===== config.mk =====
export PLATFORM = sky130hd
export DESIGN_NAME = ask_packet_4b6b_framer_top
export DESIGN_NICKNAME = d
export VERILOG_FILES = /design/src/rtl/ask4b6b_pkg.sv /design/src/rtl/ask4b6b_queue.sv /design/src/rtl/ask4b6b_front.sv /design/src/rtl/ask4b6b_back.sv /design/src/rtl/ask_packet_4b6b_framer_top.sv
export SDC_FILE = /design/constraint.sdc
export NUM_CORES = 1
export LEC_CHECK = 0
export BUFFER_PORTS_ARGS = -buffer_cell sky130_fd_sc_hd__buf_2
export CORE_MARGIN = 2
export CORE_UTILIZATION = 43
export CTS_CLUSTER_DIAMETER = 30
export DETAILED_ROUTE_END_ITERATION = 10
export GPL_ROUTABILITY_DRIVEN = 0
export GPL_TIMING_DRIVEN = 0
export MAX_ROUTING_LAYER = met4
export SYNTH_ARGS = -nofsm -noshare
export SYNTH_HDL_FRONTEND = slang
export SYNTH_HIERARCHICAL = 1
export SYNTH_SLANG_ARGS = --single-unit

===== constraint.sdc =====
create_clock -name clock -period 5.6 [get_ports clock]
set_clock_uncertainty 0.1 [all_clocks]
set_input_delay 0.28 -clock clock [delete_from_list [all_inputs] [get_ports clock]]
set_output_delay 0.28 -clock clock [all_outputs]
set_load 0.01 [all_outputs]

===== src/rtl/ask4b6b_pkg.sv =====
package ask4b6b_pkg;

   localparam int unsigned CSR_INDEX_W = 3;
   localparam logic [CSR_INDEX_W-1:0] REG_HEADER_TO    = 3'd0;
   localparam logic [CSR_INDEX_W-1:0] REG_HEADER_FROM  = 3'd1;
   localparam logic [CSR_INDEX_W-1:0] REG_HEADER_ID    = 3'd2;
   localparam logic [CSR_INDEX_W-1:0] REG_HEADER_FLAGS = 3'd3;
   localparam logic [CSR_INDEX_W-1:0] REG_MAX_MSG_LEN  = 3'd4;

   localparam logic [7:0]  RST_HEADER_TO    = 8'd255;
   localparam logic [7:0]  RST_HEADER_FROM  = 8'd255;
   localparam logic [7:0]  RST_HEADER_ID    = 8'd0;
   localparam logic [7:0]  RST_HEADER_FLAGS = 8'd0;
   localparam logic [7:0]  RST_MAX_MSG_LEN  = 8'd60;

   localparam logic [5:0]  SYM_FILL     = 6'h2a;
   localparam logic [5:0]  SYM_SYNC0    = 6'h38;
   localparam logic [5:0]  SYM_SYNC1    = 6'h2c;
   localparam logic [5:0]  SYM_REJECT   = 6'h00;
   localparam logic [15:0] CRC_INIT     = 16'hffff;
   localparam logic [15:0] CRC_POLY     = 16'h8408;
   localparam logic [7:0]  COUNT_OFFSET = 8'd7;
   localparam int unsigned HDR_SYMBOLS  = 10;
   localparam int unsigned FCS_SYMBOLS  = 4;

   localparam int unsigned QUEUE_DEPTH = 4;
   localparam int unsigned QUEUE_PTR_W = 2;

   typedef enum logic [1:0] {
      CMD_REJECT,
      CMD_START,
      CMD_DATA
   } cmd_kind_type;

   typedef struct packed {
      cmd_kind_type kind;
      logic [7:0]   value;
      logic         fcs;
   } cmd_type;

   typedef struct packed {
      logic [7:0] header_to;
      logic [7:0] header_from;
      logic [7:0] header_id;
      logic [7:0] header_flags;
      logic [7:0] max_msg_len;
   } cfg_type;

   typedef enum logic [2:0] {
      BK_IDLE,
      BK_PRE,
      BK_HDR,
      BK_DATA,
      BK_FCS,
      BK_REJ
   } back_state_type;

   function automatic logic [5:0] nibble_symbol(input logic [3:0] nib);
      logic [5:0] sym;
      case (nib)
         4'h0: sym = 6'h0d;
         4'h1: sym = 6'h0e;
         4'h2: sym = 6'h13;
         4'h3: sym = 6'h15;
         4'h4: sym = 6'h16;
         4'h5: sym = 6'h19;
         4'h6: sym = 6'h1a;
         4'h7: sym = 6'h1c;
         4'h8: sym = 6'h23;
         4'h9: sym = 6'h25;
         4'ha: sym = 6'h26;
         4'hb: sym = 6'h29;
         4'hc: sym = 6'h2a;
         4'hd: sym = 6'h2c;
         4'he: sym = 6'h32;
         default: sym = 6'h34;
      endcase
      return sym;
   endfunction

   function automatic logic [15:0] crc_update(input logic [15:0] crc, input logic [7:0] b);
      logic [15:0] c;
      c = crc ^ {8'h00, b};
      for (int k = 0; k < 8; k++) begin
         if (c[0]) begin
            c = (c >> 1) ^ CRC_POLY;
         end else begin
            c = c >> 1;
         end
      end
      return c;
   endfunction

endpackage


===== src/rtl/ask4b6b_queue.sv =====
module ask4b6b_queue (
   input  logic                 clock,
   input  logic                 reset,
   input  logic                 push,
   input  ask4b6b_pkg::cmd_type push_data,
   output logic                 full,
   input  logic                 pop,
   output logic                 not_empty,
   output ask4b6b_pkg::cmd_type head
);

   localparam int unsigned PW = ask4b6b_pkg::QUEUE_PTR_W;

   ask4b6b_pkg::cmd_type mem_ff [ask4b6b_pkg::QUEUE_DEPTH];
   logic [PW-1:0] wr_ptr_ff, wr_ptr_in;
   logic [PW-1:0] rd_ptr_ff, rd_ptr_in;
   logic [PW:0]   count_ff, count_in;
   logic          do_push, do_pop;

   assign full      = (count_ff == (PW+1)'(ask4b6b_pkg::QUEUE_DEPTH));
   assign not_empty = (count_ff != '0);
   assign head      = mem_ff[rd_ptr_ff];
   assign do_push   = push && !full;
   assign do_pop    = pop && not_empty;

   always_comb begin
      wr_ptr_in = do_push ? wr_ptr_ff + 1'b1 : wr_ptr_ff;
      rd_ptr_in = do_pop ? rd_ptr_ff + 1'b1 : rd_ptr_ff;
      count_in  = count_ff;
      if (do_push && !do_pop) begin
         count_in = count_ff + 1'b1;
      end else if (do_pop && !do_push) begin
         count_in = count_ff - 1'b1;
      end
   end

   always_ff @(posedge clock) begin
      if (reset) begin
         wr_ptr_ff <= '0;
         rd_ptr_ff <= '0;
         count_ff  <= '0;
      end else begin
         wr_ptr_ff <= wr_ptr_in;
         rd_ptr_ff <= rd_ptr_in;
         count_ff  <= count_in;
      end
   end

   always_ff @(posedge clock) begin
      if (do_push) begin
         mem_ff[wr_ptr_ff] <= push_data;
      end
   end

endmodule


===== src/rtl/ask4b6b_front.sv =====
module ask4b6b_front (
   input  logic                 clock,
   input  logic                 reset,
   input  logic                 req_tvalid,
   output logic                 req_tready,
   input  logic [15:0]          req_tdata,
   input  logic                 req_tuser,
   input  logic [7:0]           max_msg_len,
   output logic                 push,
   output ask4b6b_pkg::cmd_type push_data,
   input  logic                 q_full
);

   logic [7:0] bytes_left_ff, bytes_left_in;
   logic       accept;
   logic [7:0] payload_len;
   logic [7:0] data_byte;

   assign req_tready  = !q_full;
   assign accept      = req_tvalid && req_tready;
   assign payload_len = req_tdata[7:0];
   assign data_byte   = req_tdata[15:8];

   always_comb begin
      push           = 1'b0;
      push_data.kind = ask4b6b_pkg::CMD_DATA;
      push_data.value = data_byte;
      push_data.fcs  = 1'b0;
      bytes_left_in  = bytes_left_ff;
      if (accept) begin
         if (!req_tuser) begin
            push = 1'b1;
            if (payload_len > max_msg_len) begin
               push_data.kind  = ask4b6b_pkg::CMD_REJECT;
               push_data.value = payload_len;
            end else begin
               push_data.kind  = ask4b6b_pkg::CMD_START;
               push_data.value = payload_len;
               push_data.fcs   = (payload_len == 8'd0);
               bytes_left_in   = payload_len;
            end
         end else if (bytes_left_ff != 8'd0) begin
            push           = 1'b1;
            push_data.fcs  = (bytes_left_ff == 8'd1);
            bytes_left_in  = bytes_left_ff - 8'd1;
         end
      end
   end

   always_ff @(posedge clock) begin
      if (reset) begin
         bytes_left_ff <= '0;
      end else begin
         bytes_left_ff <= bytes_left_in;
      end
   end

endmodule


===== src/rtl/ask4b6b_back.sv =====
module ask4b6b_back #(
   parameter int unsigned PREAMBLE_SYMBOLS = 8
) (
   input  logic                 clock,
   input  logic                 reset,
   input  ask4b6b_pkg::cfg_type cfg,
   input  logic                 q_valid,
   input  ask4b6b_pkg::cmd_type q_head,
   output logic                 q_pop,
   output logic                 rsp_tvalid,
   input  logic                 rsp_tready,
   output logic [7:0]           rsp_tdata,
   output logic                 rsp_tlast,
   output logic                 rsp_tuser
);

   localparam int unsigned CNT_MAX = (PREAMBLE_SYMBOLS > ask4b6b_pkg::HDR_SYMBOLS) ?
                                     PREAMBLE_SYMBOLS : ask4b6b_pkg::HDR_SYMBOLS;
   localparam int unsigned CNT_W   = $clog2(CNT_MAX);
   localparam logic [CNT_W-1:0] PRE_LAST  = CNT_W'(PREAMBLE_SYMBOLS - 1);
   localparam logic [CNT_W-1:0] PRE_SYNC0 = CNT_W'(PREAMBLE_SYMBOLS - 2);
   localparam logic [CNT_W-1:0] HDR_LAST  = CNT_W'(ask4b6b_pkg::HDR_SYMBOLS - 1);
   localparam logic [CNT_W-1:0] DATA_LAST = CNT_W'(1);
   localparam logic [CNT_W-1:0] FCS_LAST  = CNT_W'(ask4b6b_pkg::FCS_SYMBOLS - 1);

   ask4b6b_pkg::back_state_type state_ff, state_in;
   logic [CNT_W-1:0] cnt_ff, cnt_in;
   logic [7:0]       value_ff, value_in;
   logic             fcs_ff, fcs_in;
   logic [15:0]      crc_ff, crc_in;
   logic             valid_ff;
   logic [5:0]       sym_ff;
   logic             last_ff, rej_ff;

   logic             advance, emit, finish, load;
   logic [5:0]       sym;
   logic             last, rej, crc_step;
   logic [7:0]       cur_byte;
   logic [15:0]      fcs_word;

   assign advance = !valid_ff || rsp_tready;
   assign emit    = advance && (state_ff != ask4b6b_pkg::BK_IDLE);

   // next state
   always_comb begin
      finish = 1'b0;
      state_in = state_ff;
      cnt_in   = cnt_ff + 1'b1;
      if (!emit) begin
         cnt_in = cnt_ff;
      end
      case (state_ff)
         ask4b6b_pkg::BK_PRE: begin
            if (emit && cnt_ff == PRE_LAST) begin
               state_in = ask4b6b_pkg::BK_HDR;
               cnt_in   = '0;
            end
         end
         ask4b6b_pkg::BK_HDR: begin
            if (emit && cnt_ff == HDR_LAST) begin
               cnt_in = '0;
               if (fcs_ff) begin
                  state_in = ask4b6b_pkg::BK_FCS;
               end else begin
                  finish = 1'b1;
               end
            end
         end
         ask4b6b_pkg::BK_DATA: begin
            if (emit && cnt_ff == DATA_LAST) begin
               cnt_in = '0;
               if (fcs_ff) begin
                  state_in = ask4b6b_pkg::BK_FCS;
               end else begin
                  finish = 1'b1;
               end
            end
         end
         ask4b6b_pkg::BK_FCS: begin
            if (emit && cnt_ff == FCS_LAST) begin
               finish = 1'b1;
            end
         end
         ask4b6b_pkg::BK_REJ: begin
            finish = emit;
         end
         default: begin
            finish = 1'b1;
         end
      endcase
      load = q_valid && finish;
      if (finish) begin
         state_in = ask4b6b_pkg::BK_IDLE;
      end
      value_in = value_ff;
      fcs_in   = fcs_ff;
      if (load) begin
         cnt_in   = '0;
         value_in = q_head.value;
         fcs_in   = q_head.fcs;
         case (q_head.kind)
            ask4b6b_pkg::CMD_REJECT: state_in = ask4b6b_pkg::BK_REJ;
            ask4b6b_pkg::CMD_START:  state_in = ask4b6b_pkg::BK_PRE;
            default:                 state_in = ask4b6b_pkg::BK_DATA;
         endcase
      end
   end

   assign q_pop = load;

   // outputs
   always_comb begin
      sym      = ask4b6b_pkg::SYM_FILL;
      last     = 1'b0;
      rej      = 1'b0;
      crc_step = 1'b0;
      cur_byte = value_ff;
      fcs_word = ~crc_ff;
      case (state_ff)
         ask4b6b_pkg::BK_PRE: begin
            if (cnt_ff == PRE_SYNC0) begin
               sym = ask4b6b_pkg::SYM_SYNC0;
            end else if (cnt_ff == PRE_LAST) begin
               sym = ask4b6b_pkg::SYM_SYNC1;
            end
         end
         ask4b6b_pkg::BK_HDR: begin
            case (cnt_ff[CNT_W-1:1])
               (CNT_W-1)'(0): cur_byte = value_ff + ask4b6b_pkg::COUNT_OFFSET;
               (CNT_W-1)'(1): cur_byte = cfg.header_to;
               (CNT_W-1)'(2): cur_byte = cfg.header_from;
               (CNT_W-1)'(3): cur_byte = cfg.header_id;
               default:       cur_byte = cfg.header_flags;
            endcase
            sym      = ask4b6b_pkg::nibble_symbol(cnt_ff[0] ? cur_byte[3:0] : cur_byte[7:4]);
            crc_step = !cnt_ff[0];
            last     = (cnt_ff == HDR_LAST) && !fcs_ff;
         end
         ask4b6b_pkg::BK_DATA: begin
            sym      = ask4b6b_pkg::nibble_symbol(cnt_ff[0] ? cur_byte[3:0] : cur_byte[7:4]);
            crc_step = !cnt_ff[0];
            last     = (cnt_ff == DATA_LAST) && !fcs_ff;
         end
         ask4b6b_pkg::BK_FCS: begin
            case (cnt_ff[1:0])
               2'd0:    sym = ask4b6b_pkg::nibble_symbol(fcs_word[7:4]);
               2'd1:    sym = ask4b6b_pkg::nibble_symbol(fcs_word[3:0]);
               2'd2:    sym = ask4b6b_pkg::nibble_symbol(fcs_word[15:12]);
               default: sym = ask4b6b_pkg::nibble_symbol(fcs_word[11:8]);
            endcase
            last = (cnt_ff == FCS_LAST);
         end
         ask4b6b_pkg::BK_REJ: begin
            sym  = ask4b6b_pkg::SYM_REJECT;
            last = 1'b1;
            rej  = 1'b1;
         end
         default: begin
            sym = ask4b6b_pkg::SYM_FILL;
         end
      endcase
   end

   always_comb begin
      crc_in = crc_ff;
      if (emit && crc_step) begin
         crc_in = ask4b6b_pkg::crc_update(crc_ff, cur_byte);
      end
      if (emit && state_ff == ask4b6b_pkg::BK_FCS && cnt_ff == FCS_LAST) begin
         crc_in = ask4b6b_pkg::CRC_INIT;
      end
      if (load && q_head.kind == ask4b6b_pkg::CMD_START) begin
         crc_in = ask4b6b_pkg::CRC_INIT;
      end
   end

   always_ff @(posedge clock) begin
      if (reset) begin
         state_ff <= ask4b6b_pkg::BK_IDLE;
         cnt_ff   <= '0;
         crc_ff   <= ask4b6b_pkg::CRC_INIT;
         valid_ff <= 1'b0;
      end else begin
         state_ff <= state_in;
         cnt_ff   <= cnt_in;
         crc_ff   <= crc_in;
         if (emit) begin
            valid_ff <= 1'b1;
         end else if (rsp_tready) begin
            valid_ff <= 1'b0;
         end
      end
   end

   always_ff @(posedge clock) begin
      value_ff <= value_in;
      fcs_ff   <= fcs_in;
      if (emit) begin
         sym_ff  <= sym;
         last_ff <= last;
         rej_ff  <= rej;
      end
   end

   assign rsp_tvalid = valid_ff;
   assign rsp_tdata  = {2'b00, sym_ff};
   assign rsp_tlast  = last_ff;
   assign rsp_tuser  = rej_ff;

endmodule


===== src/rtl/ask_packet_4b6b_framer_top.sv =====
// Channel   Direction  Handshake              Content
// req       in         req_tvalid/req_tready  tdata: payload_len, data_byte; tuser: req_type
// rsp       out        rsp_tvalid/rsp_tready  tdata: symbol; tlast: last; tuser: rejected
// csr       in         csr_valid/csr_ready    csr_index, csr_data
//
// A payload byte gives two symbols, six with the FCS, sent one a cycle by the back sequencer
// while rsp is not stalled. A start item gives PREAMBLE_SYMBOLS + 10 symbols, plus 4 when
// the length is zero; a rejected start gives 1. The sequencer sends no symbol while it loads from idle.
// The four-entry command queue lets items enter while earlier symbols still go out.
// Synchronous active-high reset restores the register defaults and empties the queue.
// A stalled rsp holds the sequencer; a full queue deasserts req_tready.
module ask_packet_4b6b_framer_top #(
   parameter int unsigned PREAMBLE_SYMBOLS = 8
) (
   input  logic        clock,
   input  logic        reset,
   input  logic        req_tvalid,
   output logic        req_tready,
   input  logic [15:0] req_tdata,   // [7:0] payload_len, [15:8] data_byte
   input  logic        req_tuser,   // [0] req_type
   output logic        rsp_tvalid,
   input  logic        rsp_tready,
   output logic [7:0]  rsp_tdata,   // [5:0] symbol, [7:6] zero
   output logic        rsp_tlast,
   output logic        rsp_tuser,   // [0] rejected
   input  logic        csr_valid,
   output logic        csr_ready,
   input  logic [ask4b6b_pkg::CSR_INDEX_W-1:0] csr_index,
   input  logic [7:0]  csr_data
);

   ask4b6b_pkg::cfg_type cfg_ff, cfg_in;
   ask4b6b_pkg::cmd_type push_data, q_head;
   logic push, q_full, q_pop, q_valid;

   assign csr_ready = 1'b1;

   always_comb begin
      cfg_in = cfg_ff;
      if (csr_valid && csr_ready) begin
         case (csr_index)
            ask4b6b_pkg::REG_HEADER_TO:    cfg_in.header_to    = csr_data;
            ask4b6b_pkg::REG_HEADER_FROM:  cfg_in.header_from  = csr_data;
            ask4b6b_pkg::REG_HEADER_ID:    cfg_in.header_id    = csr_data;
            ask4b6b_pkg::REG_HEADER_FLAGS: cfg_in.header_flags = csr_data;
            ask4b6b_pkg::REG_MAX_MSG_LEN:  cfg_in.max_msg_len  = csr_data;
            default:                       cfg_in = cfg_ff;
         endcase
      end
   end

   always_ff @(posedge clock) begin
      if (reset) begin
         cfg_ff.header_to    <= ask4b6b_pkg::RST_HEADER_TO;
         cfg_ff.header_from  <= ask4b6b_pkg::RST_HEADER_FROM;
         cfg_ff.header_id    <= ask4b6b_pkg::RST_HEADER_ID;
         cfg_ff.header_flags <= ask4b6b_pkg::RST_HEADER_FLAGS;
         cfg_ff.max_msg_len  <= ask4b6b_pkg::RST_MAX_MSG_LEN;
      end else begin
         cfg_ff <= cfg_in;
      end
   end

   ask4b6b_front u_front (
      .clock       (clock),
      .reset       (reset),
      .req_tvalid  (req_tvalid),
      .req_tready  (req_tready),
      .req_tdata   (req_tdata),
      .req_tuser   (req_tuser),
      .max_msg_len (cfg_ff.max_msg_len),
      .push        (push),
      .push_data   (push_data),
      .q_full      (q_full)
   );

   ask4b6b_queue u_queue (
      .clock     (clock),
      .reset     (reset),
      .push      (push),
      .push_data (push_data),
      .full      (q_full),
      .pop       (q_pop),
      .not_empty (q_valid),
      .head      (q_head)
   );

   ask4b6b_back #(
      .PREAMBLE_SYMBOLS (PREAMBLE_SYMBOLS)
   ) u_back (
      .clock      (clock),
      .reset      (reset),
      .cfg        (cfg_ff),
      .q_valid    (q_valid),
      .q_head     (q_head),
      .q_pop      (q_pop),
      .rsp_tvalid (rsp_tvalid),
      .rsp_tready (rsp_tready),
      .rsp_tdata  (rsp_tdata),
      .rsp_tlast  (rsp_tlast),
      .rsp_tuser  (rsp_tuser)
   );

`ifndef ASSERT_OFF
   assert property (@(posedge clock) disable iff (reset)
      rsp_tvalid && rsp_tuser |-> rsp_tlast && (rsp_tdata == 8'h00))
      else $error("rejected transfer not a lone zero symbol");

   assert property (@(posedge clock) disable iff (reset)
      rsp_tvalid && !rsp_tuser |-> ($countones(rsp_tdata[5:0]) == 3) && (rsp_tdata[7:6] == 2'b00))
      else $error("unbalanced line symbol");

   assert property (@(posedge clock) disable iff (reset)
      push && q_full |-> !(req_tvalid && req_tready))
      else $error("command pushed into full queue");
`endif

endmodule


Yosys cells after proc, flatten, opt, wreduce, memory -nomap -nowiden
Memory sizes are Yosys's and may differ from the RTL's. A register that Yosys moved wholly into a read port is not among the register bits.
Cells that the tools add are included.
Storage, ports and cells
  register bits: 96
  bits in writable memories: 44
  ROM bits: 576
  input port bits: 33
  memories kept: 7
Operators by class
  $add $sub $neg: 7
  magnitude comparators: 1
  eq/ne operators: 27
  multiplexer cells: 65
  bitwise operators: 10
  reductions and logical operators: 45
Memory list
  (no name shown): words 16, width 6, rd ports 1, clocked after Yosys merged registers in 0, write ports 0, RTL line ask4b6b_pkg.sv:60  | case (nib)
  (no name shown): words 16, width 6, rd ports 1, clocked after Yosys merged registers in 0, write ports 0, RTL line ask4b6b_pkg.sv:60
  (no name shown): words 16, width 6, rd ports 1, clocked after Yosys merged registers in 0, write ports 0, RTL line ask4b6b_pkg.sv:60
  (no name shown): words 16, width 6, rd ports 1, clocked after Yosys merged registers in 0, write ports 0, RTL line ask4b6b_pkg.sv:60
  (no name shown): words 16, width 6, rd ports 1, clocked after Yosys merged registers in 0, write ports 0, RTL line ask4b6b_pkg.sv:60
  (no name shown): words 16, width 6, rd ports 1, clocked after Yosys merged registers in 0, write ports 0, RTL line ask4b6b_pkg.sv:60
  1 more memories
Operators with widths (count)
  $mux W16: 15
  $mux W8: 5
  $pmux W8 S4: 1
  $pmux W6 S5: 1
  $mux W3: 9
  $mux W4: 6
  $not A2 Y3: 8
  $eq A3 B2 Y1 const B: 6
  $pmux W6 S3: 1
  $logic_and A1 B1 Y1: 17
  $mux W1: 16
  $not A16 Y16: 1
  $xor A16 B8 Y16: 1
  $eq A3 B3 Y1 const B: 4
  $ne A4 B1 Y1 const B: 3
  $pmux W4 S3: 1
  $mux W11: 1
  $mux W10: 1
  $reduce_and A2 Y1: 5
  $eq A3 B1 Y1 const B: 3
  $mux W9: 1
  $pmux W3 S3: 1
  $add A8 B3 Y8 const B: 1
  $eq A4 B3 Y1 const B: 2
  32 further kinds: 45

Depth between registers and ports, before layout
Gate-level depths: netlist of the first run.
  word-level depth: 28
  depth in mapped cells: 16
  gate-level depth less buffers: 15

Hierarchy
Netlist of the first run, hierarchy kept.
Modules (own cells, without submodules)
  ask4b6b_back: times used 1, cells each 495, area an instance 4083.9 µm²
  ask4b6b_queue: times used 1, cells each 105, area an instance 2057.0 µm²
  ask_packet_4b6b_framer_top: times used 1, cells each 154, area an instance 1602.8 µm²
  ask4b6b_front: times used 1, cells each 119, area an instance 924.6 µm²

Worst setup path before layout of the first run
OpenSTA, ideal clock, no wires.
  path type: register to register
  from: reg u_back.cnt_ff[1]
  to: reg u_queue.count_ff[2]
  setup time: 70 ps
  arrival: 3060 ps
  slack: 2370 ps
  cell stages (with the launch flop): 17
  buffers on the path: 1
  cell sequence: dfxtp_1 > buf_6 > inv_1 > ha_1 > nor2b_1 > nand3_1 > o22ai_1 > a221o_1 > nand2_1 > inv_1 > o31ai_2 > ha_1 > inv_1 > fa_1 > xor2_1 > or3_1 > a21oi_1
On the way
  cells in the longest elaborated chain, start to end: 9
RTL lines
  from (decl): RTL line ask4b6b_back.sv:27  | logic [CNT_W-1:0] cnt_ff, cnt_in;
  from (signal assigned): RTL line ask4b6b_back.sv:185  | cnt_ff <= cnt_in;
  $eq A4 B2 Y1 (tied with other cells): RTL line ask4b6b_back.sv:80  | if (emit && cnt_ff == FCS_LAST) begin
  $logic_and A1 B1 Y1 (on tied branches): RTL line ask4b6b_back.sv:80, ask4b6b_back.sv:60, ask4b6b_back.sv:70
  $mux W1 (on tied branches): RTL line ask4b6b_back.sv:80, ask4b6b_back.sv:60, ask4b6b_back.sv:70
  $pmux W1 S5 (*): RTL line ask4b6b_back.sv:52  | case (state_ff)
  $logic_and A1 B1 Y1 (*): RTL line ask4b6b_back.sv:91  | load = q_valid && finish;
  named net q_pop: RTL line ask_packet_4b6b_framer_top.sv:34  | logic push, q_full, q_pop, q_valid;
  $logic_and A1 B1 Y1 (*): RTL line ask4b6b_queue.sv:24  | assign do_pop = pop && not_empty;
  $logic_not A1 Y1: RTL line ask4b6b_queue.sv:30  | if (do_push && !do_pop) begin
  $logic_and A1 B1 Y1: RTL line ask4b6b_queue.sv:30
  $mux W3 or $reduce_bool A2 Y1 (tied branches)
  to (signal assigned): RTL line ask4b6b_queue.sv:45  | count_ff <= count_in;
  to (decl): RTL line ask4b6b_queue.sv:17  | logic [PW:0] count_ff, count_in;
Mark *: on every way through the listed nets, which the timed path passes. The rest lies on a longest branch.
A chain may end at the register's enable or synchronous reset.

Worst setup path in the final report of the first run
  from: reg u_back.cnt_ff[1]
  to: reg u_back.sym_ff[2], data pin
On the way
  cells in the longest elaborated chain, start to end: 6
RTL lines
  $eq A3 B2 Y1 (tied with other cells): RTL line ask4b6b_back.sv:128  | case (cnt_ff[CNT_W-1:1])
  $pmux W8 S4: RTL line ask4b6b_back.sv:128
  $mux W8: RTL line ask4b6b_back.sv:119  | case (state_ff)
  $mux W4: RTL line ask4b6b_back.sv:135  | sym = ask4b6b_pkg::nibble_symbol(cnt_ff[0] ? cur_byte[3:0] : cur_byte[7:4]);
  $mem_v2 Z16 W6
  $pmux W6 S5 (*): RTL line ask4b6b_back.sv:119
  named net u_back.sym[2]: RTL line ask4b6b_back.sv:36  | logic [5:0] sym;
  to (signal assigned): RTL line ask4b6b_back.sv:199  | sym_ff <= sym;
  to (decl): RTL line ask4b6b_back.sv:32  | logic [5:0] sym_ff;
Mark *: on every way through the listed nets, which the timed path passes. The rest lies on a longest branch. The select of a mux whose other input is x is not followed.

==> impl_metrics.csv, run 1 <==
group,metric,value,unit
floorplanning,die_area,0.0213,sq mm
route,first_iter_violations,432,
pwr,p_per_area,515,mW/mm^2
synth,synth_cell_types,85,
synth,avgSynthCellArea,9.93,sq um
timing,fmax,248,MHz
finish,final_area,0.00983,sq mm
finish,areaGrowthSynthToFinish,13.4,%
global_route,track_usage,21.0,%
finish,fin_nets,1018,
setup_path,ff2ff_path_depth,13,
clock_network,clockRootBuffer,"clkbuf_16",
synth,synthTopCellsByCount,"dfxtp_1, nor2_1, edfxtp_1, nand2_1, mux2i_1",
clock_network,htree_levels,4,
setup_path,crit_top_cell,"a21oi_1",
finish,utilization,50.0,%
floorplanning,initial_utilization,44.1,%
clock_network,cts_hold_buf,0,
synth,ys_seq_area_share,39.8,%
finish,n_antenna_cell,0,
timing,fin_crit,4.03,ns
clock_network,postCtsSetupBuffers,0,
place,dpl.hpwl,15600,microns
route,num_vias,6712,
route,post_drt_wl_per_cell,17.4,microns
route,ant_nets,0,
floorplanning,core,0.0197,sq mm
place,numPortBuffers,41,
synth,yosysTopAreaCell,"edfxtp_1",
timing,min_period_over_period,72.0,%
synth,yosysMostFrequentCell,"dfxtp_1",
finish,drive_gt1_share,14.1,%
timing,fin_ws,1.57,ns
job,drv_cap,0,
timing,tns,0,ns
timing,slew_headroom,38.5,%
synth,synthCells,873,
clock_network,ctsLongestPathBuffers,2,
global_route,grt_pass1_wl,34600,microns
floorplanning,ios,46,
setup_path,cp.arrival,4.22,ns
timing,setup_violations,0,
floorplanning,rows,51,
clock_network,post_cts_resized,0,
synth,synth-edff-count,61,
setup_path,crit_start,"u_back/cnt_ff[1]$_SDFF_PP0_",
route,routed_wl,21100,microns
synth,yosys_warnings,6,
setup_path,end_kind,"flip-flop",
clock_network,clk_pin_slew,0.06,ns
synth,synthFlopType,"dfxtp_1",
setup_path,worstPathCellList,"buf_6 > buf_2 > mux2_2 > a221oi_1 > a21oi_1 > a21oi_1 > inv_1 > ha_1 > nor2_1 > a311oi_1 > a21oi_1 > a221oi_1 > a311o_1",
clock_network,cts_tree,"done",
global_route,grt_overflow_total,0,
timing,tightest_slew,0.923,ns
clock_network,cts.sinks,142,
clock_network,cts_inserted_buffers,17,
setup_path,worstPathMaxFanout,10,
setup_path,crit_required,5.79,ns
route,drc_errors,0,
setup_path,reg2reg_slack,1.57,ns
synth,syn_area,0.00867,sq mm
setup_path,setup.worst_path.start_class,"flip-flop",
pwr,vdd_drop_max,271,uV
global_route,grt_max_degree,18,
floorplanning,die_h,146,microns
worst_hold_path,hold_path.class,"in2reg",
setup_path,slowest_delay,0.45,ns
floorplanning,die_w,146,microns
clock_network,clock_latency,0.42,ns
synth,synth_seq_cells,142,
setup_path,path_class,"reg2reg",
place,pre_cts_ws,1.67,ns
timing,rsz0062_at_grt,"false",
place,placed_area,0.00921,sq mm
setup_path,regToRegStartpoint,"u_back/cnt_ff[1]$_SDFF_PP0_",
pwr,leakagePower,0.00402,uW
timing,hold_ws,0.0578,ns
route,firstDrtPassIters,4,
setup_path,crit_end,"u_back/sym_ff[2]$_DFFE_PN_",
global_route,antenna_found_initial,0,
setup_path,reg2reg_to,"u_back/sym_ff[2]$_DFFE_PN_",
synth,synth_area_leaders,"edfxtp_1, dfxtp_1, ha_1",
synth,synthArstFlopShare,0,%
global_route,grt_pass1_vias,6543,
outcome,outcome,"complete, no violations",
route,via_per_inst,5.54,
synth,synth_top_area_share,21.1,%
setup_path,crit_slowest_cell,"a221oi_1",
timing,slew_violations,0,
timing,finalHoldViolCount,0,
## worst min-delay path by stage
stage,start,end,slack (ns),depth (start not counted)
6_report,csr_data[7],cfg_ff[39]$_SDFFE_PP1P_,0.06,3
5_1_grt,csr_data[6],cfg_ff[38]$_SDFFE_PP1P_,0.06,3
4_1_cts,csr_data[7],cfg_ff[39]$_SDFFE_PP1P_,0.04,3
3_5_place_dp,cfg_ff[23]$_SDFFE_PP0P_,cfg_ff[23]$_SDFFE_PP0P_,0.36,2
3_3_place_gp,cfg_ff[22]$_SDFFE_PP0P_,cfg_ff[22]$_SDFFE_PP0P_,0.36,2
2_1_floorplan,reset,u_back/rsp_tvalid$_SDFFE_PP0P_,0.25,1
## layer usage
| layer | part of all wire [%] | up-vias | track usage, % |
|---|---|---|---|
| met4 | 1.8 | 0 | 6.60 |
| li1 | - | 3292 | - |
| met1 | 45 | 3249 | 26.4 |
| met2 | 50 | 148 | 35.1 |
| met3 | 3.2 | 23 | 2.82 |
| met5 | 0 | - | - |
## critical path: cells and delay by family (launching register included)
family                     cells  cell delay (ns)
muxes                          1             0.39
AOI/OAI and AO/OA              7             1.95
DFF                            1             0.37
buffers and inverters          3             0.61
adders and majority gates      1             0.39
and+or+nand+nor                1             0.08
## cell families (layout without fill, tap and decap cells)
kind of cell,count (synthesis),after routing,synth area share [%]
other cells,2,3,0.0866
compound gates,196,196,15.9
simple gates,261,261,15.8
fa+ha+maj,52,52,7.56
flops,142,142,39.8
mux,90,90,12.3
xor+xnor,33,33,3.81
buf+inv,97,170,4.71
## flip-flops by register name, indices dropped and copies added, names as in the netlist, 3 cells and up, named ones only
signal / count
u_front/bytes_left_ff: 8
u_queue/count_ff: 3
u_back/sym_ff: 6
u_back/crc_ff: 16
u_back/value_ff: 8
u_queue/mem_ff: 44
u_back/cnt_ff: 4
cfg_ff: 40
u_back/state_ff: 3
## area by class of cell
type	instances	area, sq um
fillers	1934	9820
multi-input cells	635	4810
flip-flops and latches	142	3450
clock buffers	19	433
well taps	265	332
plain buffers	49	228
repair buffers	41	205
clock inverters	13	188
inverters	48	180
## power breakdown
| part | internal (uW) | total, uW | switching, uW |
|---|---|---|---|
| sequential | 1330 | 1490 | 156 |
| clock | 747 | 1190 | 441 |
| combinational | 996 | 2390 | 1400 |
## metrics by stage
stage	power, uW	std cells
finish	5070	1212
global route	5430	1212
floorplan	3290	874
CTS	5080	1212
global placement	3850	1180
detailed placement	3870	1180
## cells in the final DEF, fill, tap and decap left out, types with 4 or more instances in the layout
cell	instances
clkbuf_16	17
a211oi_1	7
bufinv_16	4
nand3_1	10
clkbuf_1	34
dfxtp_1	81
buf_2	49
a22oi_1	7
nor2_1	68
inv_1	47
nand2_1	60
a22o_1	4
and2_1	10
o31ai_1	11
mux2_2	18
a21boi_0	4
a221oi_1	8
a31oi_1	5
xnor2_1	17
mux4_2	11
nor2b_1	22
nor3_1	12
xor2_1	13
a21oi_1	36
o21ai_0	45
ha_1	50
or3_1	7
nand4_1	5
edfxtp_1	61
mux2i_1	58
o211ai_1	26
nor4_1	5
nand2b_1	39
(Power assumes the default switching activity.)
==> run 2, diff against run 1 <==
clock period = 3.7 ns   (was 5.6 ns; I/O delays follow)
==> impl_metrics.csv, run 2 (same netlist as run 1, synthesis figures left out) <==
group,metric,value,unit
timing,slew_violations,0,
pwr,total_power,7760,uW
place,placed_area,0.00921,sq mm
clock_network,ctsLongestPathBuffers,2,
setup_path,setup.worst_path.start_class,"flip-flop",
job,drv_cap,0,
floorplanning,die_h,146,microns
clock_network,clk_pin_slew,0.06,ns
finish,largest_reg_flops,44,
floorplanning,initial_utilization,44.1,%
setup_path,cp.arrival,3.77,ns
route,num_vias,6742,
floorplanning,ios,46,
route,drc_errors,0,
setup_path,path_class,"reg2reg",
clock_network,clock_latency,0.42,ns
clock_network,cts_inserted_buffers,17,
route,highest_layer,"met4",
timing,hold_ws,0.0165,ns
timing,min_period_over_period,94.9,%
route,first_iter_violations,402,
finish,largest-register,"u_queue/mem_ff",
route,wl_met1,9520,microns
setup_path,end_kind,"flip-flop",
global_route,track_usage,21.1,%
global_route,grt_pass1_vias,6570,
global_route,antenna_found_initial,0,
route,post_drt_wl_per_cell,17.5,microns
floorplanning,rows,51,
clock_network,clockRootBuffer,"clkbuf_16",
setup_path,crit_required,3.96,ns
outcome,outcome,"complete, no violations",
finish,drive_gt1_share,15.5,%
clock_network,cts_tree,"done",
finish,fin_nets,1027,
global_route,grt_max_degree,18,
route,dr_wl_met2,10700,microns
timing,setup_violations,0,
finish,reg.largest.list,"u_queue/mem_ff x44, cfg_ff x40, u_back/crc_ff x16",
finish,utilization,50.8,%
finish,mostFrequentLayoutCells,"dfxtp_1, nor2_1, edfxtp_1, nand2_1, mux2i_1",
timing,finalHoldViolCount,0,
route,routed_wl,21300,microns
pwr,vdd_drop_max,406,uV
worst_hold_path,hold_path.class,"in2reg",
place,place_inst,1180,
place,numPortBuffers,41,
finish,mostFrequentLayoutCell,"dfxtp_1",
finish,areaGrowthSynthToFinish,15.1,%
global_route,grt_pass1_wl,34800,microns
finish,fin_cells,1221,
timing,slew_headroom,39.4,%
floorplanning,core,0.0197,sq mm
finish,final_area,0.00998,sq mm
timing,tightest_slew,0.910,ns
route,route.met3.wl,692,microns
finish,num-fill-cells,1919,
floorplanning,die_area,0.0213,sq mm
clock_network,cts.sinks,142,
place,dpl.hpwl,15600,microns
pwr,leakagePower,0.00407,uW
finish,n_antenna_cell,0,
route,ant_nets,0,
route,via_per_inst,5.52,
route,firstDrtPassIters,5,
setup_path,worstPathMaxFanout,9,
floorplanning,die_w,146,microns
pwr,p_per_area,778,mW/mm^2
timing,fin_crit,3.51,ns
global_route,grt_overflow_total,0,
timing,rsz0062_at_grt,"true",
timing,fmax,285,MHz
clock_network,htree_levels,4,
==> run 2: critical path: stages (launching register included) <==
cell and delay, ns:
dfxtp_1 0.38, buf_6 0.17, inv_1 0.15, ha_4 0.24, nor2b_1 0.17, nand3_1 0.10
o22ai_1 0.13, a221o_1 0.37, nand2_2 0.14, clkinvlp_4 0.11, o31ai_2 0.09, ha_2 0.25
inv_1 0.06, fa_1 0.38, xor2_1 0.17, or3_1 0.31, a21oi_1 0.13
==> run 2: worst paths after layout <==
path	slack (ns)	cells past startpoint	end	start
min	0.02	3	cfg_ff[3]$_SDFFE_PP1P_	csr_data[3]
min reg2reg	0.37	2	cfg_ff[20]$_SDFFE_PP0P_	cfg_ff[20]$_SDFFE_PP0P_
max reg2reg	0.19	16	u_queue/count_ff[2]$_SDFFE_PP0P_	u_back/cnt_ff[1]$_SDFF_PP0_
max	0.19	16	u_queue/count_ff[2]$_SDFFE_PP0P_	u_back/cnt_ff[1]$_SDFF_PP0_
==> run 2: what timing repair did <==
item | in CTS | in global routing
cloned | 0 | 0
hold endpoints to repair | 14 | 0
pin swaps | 0 | 3
endpoints found under the setup margin | 3 | 3
resized for setup | 7 | 10
hold buffers | 7 | 0
setup buffers | 1 | 1
==> run 2: metrics by stage <==
step / setup WS [ns] / setup TNS, ns
floorplan: 0.470 / 0
global placement: -0.254 / -0.470
detailed placement: -0.227 / -0.620
CTS: 0.0661 / 0
global route: -0.0358 / -0.0358
finish: 0.189 / 0
==> run 2: where the power goes <==
group,internal (uW),switching (uW),leakage (uW)
logic,1560,2150,0.00255
registers,2010,242,0.00122
clock network,1130,666,0.000296
==> run 2: area by class of cell <==
type | count | area (sq um) | share of cell area [%]
Timing Repair Buffer | 50 | 290 | 2.91
Tap cell | 265 | 332 | 3.32
Multi-Input combinational cell | 635 | 4860 | 48.7
Inverter | 48 | 184 | 1.84
Clock buffer | 19 | 433 | 4.34
Buffer | 49 | 234 | 2.35
Sequential cell | 142 | 3450 | 34.6
Clock inverter | 13 | 188 | 1.88
==> run 2: routing by layer <==
layer / track usage (%) / vias to the layer above
met5: - / -
met4: 6.80 / 0
met3: 2.82 / 26
met2: 35.3 / 150
met1: 26.5 / 3258
li1: - / 3308
